File: config.mk
export PLATFORM = sky130hd
export DESIGN_NAME = codec_init_sequencer_top
export DESIGN_NICKNAME = d
export VERILOG_FILES = /design/src/rtl/cis_pkg.sv /design/src/rtl/cis_csr.sv /design/src/rtl/cis_step.sv /design/src/rtl/codec_init_sequencer_top.sv
export SDC_FILE = /design/constraint.sdc
export NUM_CORES = 1
export LEC_CHECK = 0
export BUFFER_PORTS_ARGS = -buffer_cell sky130_fd_sc_hd__buf_2
export CORE_ASPECT_RATIO = 1.5
export CORE_MARGIN = 4
export CORE_UTILIZATION = 40
export DETAILED_ROUTE_END_ITERATION = 10
export HOLD_SLACK_MARGIN = 0.08
export PLACE_DENSITY = 0.64
export SYNTH_ARGS = -nofsm -noshare
export SYNTH_HDL_FRONTEND = slang
export SYNTH_HIERARCHICAL = 1
export SYNTH_SLANG_ARGS = --single-unit
File: constraint.sdc
create_clock -name clock -period 4.35 [get_ports clock]
set_input_delay 0.435 -clock clock [delete_from_list [all_inputs] [get_ports clock]]
set_output_delay 0.435 -clock clock [all_outputs]
set_load 0.1 [all_outputs]
File: src/rtl/cis_pkg.sv
// Package for the codec power-up sequencer: word types, state and
// configuration structs, and the mode, request and phase codes.
// No dependencies.
package cis_pkg;

   localparam int CsrIndexWidth = 2;
   localparam int CsrDataWidth  = 8;

   localparam logic [CsrIndexWidth-1:0] CSR_REGISTER_COUNT    = 2'd0;
   localparam logic [CsrIndexWidth-1:0] CSR_MIN_BOARD_VERSION = 2'd1;
   localparam logic [CsrIndexWidth-1:0] CSR_LOCK_MASK         = 2'd2;
   localparam logic [CsrIndexWidth-1:0] CSR_RETRY_LIMIT       = 2'd3;

   localparam logic [7:0] RESET_REGISTER_COUNT    = 8'd26;
   localparam logic [7:0] RESET_MIN_BOARD_VERSION = 8'd1;
   localparam logic [7:0] RESET_LOCK_MASK         = 8'd1;
   localparam logic [7:0] RESET_RETRY_LIMIT       = 8'd10;

   localparam logic [7:0] FAIL_COUNT_MAX = 8'd255;

   localparam logic [1:0] MODE_START = 2'd0;
   localparam logic [1:0] MODE_TICK  = 2'd1;
   localparam logic [1:0] MODE_DONE  = 2'd2;

   localparam logic [1:0] REQ_NONE  = 2'd0;
   localparam logic [1:0] REQ_WRITE = 2'd1;
   localparam logic [1:0] REQ_POWER = 2'd2;
   localparam logic [1:0] REQ_PLL   = 2'd3;

   localparam logic [2:0] PH_IDLE    = 3'd0;
   localparam logic [2:0] PH_BOARD   = 3'd1;
   localparam logic [2:0] PH_WRITE   = 3'd2;
   localparam logic [2:0] PH_WRITE_W = 3'd3;
   localparam logic [2:0] PH_POWER   = 3'd4;
   localparam logic [2:0] PH_POWER_W = 3'd5;
   localparam logic [2:0] PH_PLL     = 3'd6;
   localparam logic [2:0] PH_PLL_W   = 3'd7;

   typedef struct packed {
      logic [1:0] mode;
      logic       version_valid;
      logic [7:0] board_version;
      logic       bus_ready;
      logic       transfer_ok;
      logic       data_valid;
      logic [7:0] read_byte;
   } cis_req_type;

   typedef struct packed {
      logic [1:0] request;
      logic [7:0] table_index;
      logic [2:0] phase;
      logic       hw_fault;
   } cis_rsp_type;

   typedef struct packed {
      logic [7:0] register_count;
      logic [7:0] min_board_version;
      logic [7:0] lock_mask;
      logic [7:0] retry_limit;
   } cis_cfg_type;

   typedef struct packed {
      logic       started;
      logic [2:0] phase;
      logic [7:0] write_index;
      logic [7:0] fail_count;
   } cis_state_type;

endpackage

File: src/rtl/cis_csr.sv
// Configuration registers of the codec power-up sequencer.
// Depends on cis_pkg for the register indexes, reset values and cis_cfg_type.
module cis_csr
   import cis_pkg::*;
(
   input  logic                     clock,
   input  logic                     reset,
   input  logic                     csr_write,
   input  logic [CsrIndexWidth-1:0] csr_index,
   input  logic [CsrDataWidth-1:0]  csr_data,
   output cis_cfg_type              cfg
);

   cis_cfg_type cfg_ff;
   cis_cfg_type cfg_in;

   always_comb begin
      cfg_in = cfg_ff;
      if (csr_write) begin
         unique case (csr_index)
            CSR_REGISTER_COUNT:    cfg_in.register_count    = csr_data;
            CSR_MIN_BOARD_VERSION: cfg_in.min_board_version = csr_data;
            CSR_LOCK_MASK:         cfg_in.lock_mask         = csr_data;
            CSR_RETRY_LIMIT:       cfg_in.retry_limit       = csr_data;
            default:               cfg_in = cfg_ff;
         endcase
      end
   end

   always_ff @(posedge clock) begin
      if (reset) begin
         cfg_ff.register_count    <= RESET_REGISTER_COUNT;
         cfg_ff.min_board_version <= RESET_MIN_BOARD_VERSION;
         cfg_ff.lock_mask         <= RESET_LOCK_MASK;
         cfg_ff.retry_limit       <= RESET_RETRY_LIMIT;
      end else begin
         cfg_ff <= cfg_in;
      end
   end

   assign cfg = cfg_ff;

endmodule

File: src/rtl/cis_step.sv
// Next-state and result logic of the codec power-up sequencer for one word.
// Depends on cis_pkg for the codes and the word, state and configuration types.
module cis_step
   import cis_pkg::*;
(
   input  cis_req_type   word,
   input  cis_state_type state,
   input  cis_cfg_type   cfg,
   output cis_state_type state_next,
   output cis_rsp_type   result
);

   logic [7:0] fail_next;

   always_comb begin
      state_next         = state;
      result.request     = REQ_NONE;
      result.table_index = 8'd0;
      result.hw_fault    = 1'b0;

      if (word.transfer_ok) begin
         fail_next = 8'd0;
      end else if (state.fail_count != FAIL_COUNT_MAX) begin
         fail_next = 8'(state.fail_count + 8'd1);
      end else begin
         fail_next = state.fail_count;
      end

      unique case (word.mode)
         MODE_START: begin
            state_next.started     = 1'b1;
            state_next.phase       = PH_BOARD;
            state_next.write_index = 8'd0;
         end
         MODE_TICK: begin
            if (state.started) begin
               unique case (state.phase)
                  PH_BOARD: begin
                     if (word.version_valid) begin
                        if (word.board_version > cfg.min_board_version) begin
                           state_next.phase       = PH_WRITE;
                           state_next.write_index = 8'd0;
                        end else begin
                           state_next.phase = PH_IDLE;
                        end
                     end
                  end
                  PH_WRITE: begin
                     if (state.write_index < cfg.register_count) begin
                        if (word.bus_ready) begin
                           result.request     = REQ_WRITE;
                           result.table_index = state.write_index;
                           state_next.phase   = PH_WRITE_W;
                        end
                     end else begin
                        state_next.phase = PH_POWER;
                     end
                  end
                  PH_POWER: begin
                     if (word.bus_ready) begin
                        result.request   = REQ_POWER;
                        state_next.phase = PH_POWER_W;
                     end
                  end
                  PH_PLL: begin
                     if (word.bus_ready) begin
                        result.request   = REQ_PLL;
                        state_next.phase = PH_PLL_W;
                     end
                  end
                  default: state_next.phase = state.phase;
               endcase
            end
         end
         MODE_DONE: begin
            state_next.fail_count = fail_next;
            if (fail_next >= cfg.retry_limit) begin
               state_next.phase = PH_IDLE;
               result.hw_fault  = 1'b1;
            end else begin
               unique case (state.phase)
                  PH_WRITE_W: begin
                     if (word.transfer_ok) begin
                        state_next.write_index = 8'(state.write_index + 8'd1);
                     end
                     state_next.phase = PH_WRITE;
                  end
                  PH_POWER_W: begin
                     state_next.phase = word.transfer_ok ? PH_PLL : PH_POWER;
                  end
                  PH_PLL_W: begin
                     if (word.transfer_ok && word.data_valid &&
                         ((word.read_byte & cfg.lock_mask) != 8'd0)) begin
                        state_next.phase = PH_IDLE;
                     end else begin
                        state_next.phase = PH_PLL;
                     end
                  end
                  default: state_next.phase = state.phase;
               endcase
            end
         end
         default: state_next = state;
      endcase

      result.phase = state_next.phase;
   end

endmodule

File: src/rtl/codec_init_sequencer_top.sv
// Top level of the codec power-up sequencer: input register, step logic,
// sequencer state and result register. Depends on cis_pkg, cis_csr, cis_step.

// Each word (start, tick or bus completion) yields exactly one result word
// with the request to issue, the table index, the new phase and a fault flag.
// A word is held in the input register and then handled, when the sequencer
// state and the result register are updated together, so one word per cycle
// is sustained while the result register is not stalled.
// A word is held back only while the result register is full and stalled.
// Configuration registers are written through the csr_ port; the user must write them
// only while no word is in flight, which the block itself does not enforce.
module codec_init_sequencer_top
   import cis_pkg::*;
(
   input  logic                     clock,
   input  logic                     reset,
   input  logic                     req_valid,
   output logic                     req_stall,
   input  cis_req_type              req_word,
   output logic                     rsp_valid,
   input  logic                     rsp_stall,
   output cis_rsp_type              rsp_word,
   input  logic                     csr_write,
   input  logic [CsrIndexWidth-1:0] csr_index,
   input  logic [CsrDataWidth-1:0]  csr_data
);

   cis_cfg_type   cfg;
   cis_state_type state_ff;
   cis_state_type state_in;
   cis_req_type   in_word_ff;
   logic          in_valid_ff;
   cis_rsp_type   rsp_word_ff;
   cis_rsp_type   rsp_word_in;
   logic          rsp_valid_ff;
   logic          advance;
   logic          handle;

   cis_csr u_csr (
      .clock     (clock),
      .reset     (reset),
      .csr_write (csr_write),
      .csr_index (csr_index),
      .csr_data  (csr_data),
      .cfg       (cfg)
   );

   cis_step u_step (
      .word       (in_word_ff),
      .state      (state_ff),
      .cfg        (cfg),
      .state_next (state_in),
      .result     (rsp_word_in)
   );

   assign advance   = !rsp_valid_ff || !rsp_stall;
   assign handle    = in_valid_ff && advance;
   assign req_stall = in_valid_ff && !advance;

   always_ff @(posedge clock) begin
      if (reset) begin
         in_valid_ff  <= 1'b0;
         rsp_valid_ff <= 1'b0;
         state_ff     <= '0;
      end else begin
         if (!req_stall) begin
            in_valid_ff <= req_valid;
         end
         if (advance) begin
            rsp_valid_ff <= in_valid_ff;
         end
         if (handle) begin
            state_ff <= state_in;
         end
      end
   end

   always_ff @(posedge clock) begin
      if (!req_stall && req_valid) begin
         in_word_ff <= req_word;
      end
      if (handle) begin
         rsp_word_ff <= rsp_word_in;
      end
   end

   assign rsp_valid = rsp_valid_ff;
   assign rsp_word  = rsp_word_ff;

`ifndef ASSERT_OFF
   a_fault_idle : assert property (@(posedge clock) disable iff (reset)
      rsp_valid_ff && rsp_word_ff.hw_fault |-> rsp_word_ff.phase == PH_IDLE)
      else $error("fault result does not report the idle phase");

   a_request_wait : assert property (@(posedge clock) disable iff (reset)
      rsp_valid_ff && rsp_word_ff.request != REQ_NONE |->
         rsp_word_ff.phase == PH_WRITE_W || rsp_word_ff.phase == PH_POWER_W ||
         rsp_word_ff.phase == PH_PLL_W)
      else $error("request issued without entering a wait phase");

   a_phase_tracks_state : assert property (@(posedge clock) disable iff (reset)
      handle |=> rsp_valid_ff && rsp_word_ff.phase == state_ff.phase)
      else $error("result phase differs from the sequencer state");

   a_index_only_on_write : assert property (@(posedge clock) disable iff (reset)
      rsp_valid_ff && rsp_word_ff.request != REQ_WRITE |->
         rsp_word_ff.table_index == 8'd0)
      else $error("table index set without a table write");
`endif

endmodule

==> run metrics <==
status=complete, no violations; die width=99.0 um; CTS Root Cell=clkbuf_16; RSZ-0062 raised after global routing=false; Post-Route WL=9760 um; CTS sink cnt=90; Synth cell types=56; Detail Placement HPWL=7230 um; layout cells sized above 1=15.9%; Cells on Worst Hold Path=1; storage element area=0.00216 mm2; Worst-path clk slew=0.06 ns; grt peak-use layer=met2; Comb pwr share=9.9%; maximum VDD drop=240 uV; Avg Vias per Cell=5.24; clock share of power=40.6%; total track usage=14.1%; Final Hold Viols=0; met1 GRT Util=15.6%; synth warn=6; H-tree Lvls=3; vias post-DR=3608; TritonCTS clock tree=done; GR met3 Demand/Resource=3.62%; CP max FO=7; WP data required=4.56 ns; CTS buffer count=9; number of synthesized flops with an enable pin=36; drt pass-1 iters=4; antenna violations before repair=0; Fmax=281 MHz; Syn Std Cell Area=0.00496 mm2; Design Power=1.87 mW; clk_lat worst skew=0.34 ns; CTS Hold Buffers Added=0; Bufs on Longest Clock Path=2; Port Buf Inserts=52; Die Area=0.0143 mm2; fillers=1138; CP endpoint=state_ff[9]; post-route ant nets=0; Syn Nets=551; DRC viols=0; worst r2r src=state_ff[0]; routed len/inst=14.2 um; clk_skew=0.00551 ns; most frequent cells in the layout=nand2b_1 (77), mux2i_1 (55), dfxtp_1 (54), buf_2 (52), edfxtp_1 (36); CP startpoint=state_ff[0]; Most used DFF post-synth=dfxtp_1; Yosys reg bits=90; GRT overflow=0; worst slew pin tran=0.888 ns; Routability Congestion=0.867; pin count of the biggest net entering global routing=45; sequential power share=49.6%; met2 Use GR=25.6%; pwr dens=335 mW/mm2; Pint=1.42 mW; Core ar.=0.0121 mm2; number of global-route vias before repair=3553; setup TNS=0 ns; Arrival @ worst endpoint=3.77 ns; max cap viols=0; commonest non-fill, non-tap cell in the layout=nand2b_1; num rows=49; final setup fails=0; Async SR Flop Fraction=0%; die height=144 um; Nets=593; final worst-path cycle share=81.9%; sw frac=24.2%; initial core utilization=41.1%; DR iter-0 viols=180; Worst Setup Start Kind=flop; post-CTS sizing=0; Final Critical Period=3.56 ns; num ports=53; syn_area_per_cell=10.2 um2; global-route wire length before repair=16200 um; sequential share of the synthesized area=43.6%; Sw Pwr=0.454 mW; n_diodes=0; final slew viol count=0; crit path capture type=flop; synth-to-layout area growth=12.7%; synthesized instance count=489; r2r setup slk=0.79 ns; r2r endpoint=state_ff[9]; r2r worst-path depth=16; Slew headroom=39.9%; Worst Setup Path Type=reg -> reg; Leak Pwr=2.29 nW; Post-CTS Setup Bufs=0; area of the multi-input gates=0.00256 mm2; HP Class=in -> reg
==> layout make-up <==
class	instances	area share (%)
clock inverter	4	0.939
multi-input combinational	347	45.8
timing repair buffer	55	5.05
sequential	90	38.6
clock buffer	12	4.23
inverter	28	1.88
tap	153	3.42
==> worst min path at each step <==
stage	from	end
floorplan	state_ff[5]	state_ff[5]
global placement	u_csr/cfg[14]	u_csr/cfg[14]
detailed placement	u_csr/cfg[6]	u_csr/cfg[6]
CTS	req_word[1]	in_word_ff[1]
global route	req_word[12]	in_word_ff[12]
finish	req_word[1]	in_word_ff[1]
==> registers in the layout, indices dropped and copies added, names as in the netlist <==
signal and count:
in_valid_ff 1, in_word_ff 22, rsp_word 14, u_csr/cfg 32, state_ff 20, rsp_valid 1
==> power groups by stage <==
stage               logic, mW  clock network (mW)  registers (mW)
finish                  0.185               0.760           0.928
global route            0.201               0.814           0.932
CTS                     0.187               0.786           0.928
detailed placement      0.186                   0           0.947
global placement        0.183                   0           0.946
floorplan               0.101                   0           0.983
==> worst max-delay path, stage by stage (launching register included) <==
cell and delay (ns):
dfxtp_1 0.43, ha_1 0.24, nand3_1 0.11, nor2_1 0.30, nor2_1 0.10, nand2_1 0.13
xor2_1 0.17, nor2_1 0.06, ha_1 0.30, a211o_1 0.29, a21oi_1 0.14, o21ai_2 0.16
a211oi_2 0.32, mux2_2 0.37, a22o_1 0.17, nand2b_1 0.07, mux2i_1 0.06
==> stage by stage <==
step	instances	util, %	hold WS [ns]	area [um2]	setup slack, ns
global placement	673	43.9	0.463	5310	0.926
finish	689	46.3	0.269	5590	0.789
detailed placement	673	43.9	0.470	5310	0.803
floorplan	489	-	0.448	4960	1.12
global route	689	46.3	0.255	5590	0.477
CTS	689	46.3	0.254	5590	0.791
==> cell families after synthesis <==
kind of cell,Yosys count,share of synthesized area (%)
AND/OR/NAND/NOR,193,22.1
flip-flops,90,43.6
AO/OA/AOI/OAI,64,10.2
multiplexers,59,12.0
buffers and inverters,52,4.84
adder cells (fa/ha/maj),25,6.30
XOR/XNOR,6,1.06
==> per-layer routing <==
metal / up-vias / share of wire, %
li1: 1803 / -
met1: 1697 / 42
met2: 90 / 50
met3: 18 / 5.1
met4: 0 / 2.3
met5: - / 0
==> synth_stat cells (2+ instances only) <==
master / number / area [um2]
clkbuf_1: 15 / 56.3
a2111oi_4: 2 / 55.1
o211ai_1: 3 / 22.5
nor3b_1: 4 / 30.0
nand4_1: 7 / 43.8
buf_8: 2 / 30.0
mux2_2: 4 / 45.0
nor3_1: 4 / 20.0
o21ai_0: 11 / 55.1
o31ai_1: 6 / 45.0
a31oi_1: 6 / 37.5
dfxtp_1: 54 / 1080
and3_1: 5 / 31.3
buf_2: 3 / 15.0
inv_1: 28 / 105
nand2b_1: 77 / 482
o21a_1: 2 / 15.0
nand2_1: 21 / 78.8
ha_1: 25 / 313
buf_4: 3 / 22.5
nor2_1: 33 / 124
nand3b_1: 2 / 15.0
mux2i_1: 55 / 551
xnor2_1: 2 / 17.5
and2_1: 11 / 68.8
a22oi_1: 4 / 30.0
nor2b_1: 2 / 12.5
a21oi_1: 8 / 40.0
edfxtp_1: 36 / 1080
a22o_1: 6 / 52.6
nand3_1: 17 / 85.1
xor2_1: 4 / 35.0
a21o_1: 4 / 30.0
Note: power is estimated with default switching activity, not from simulation.
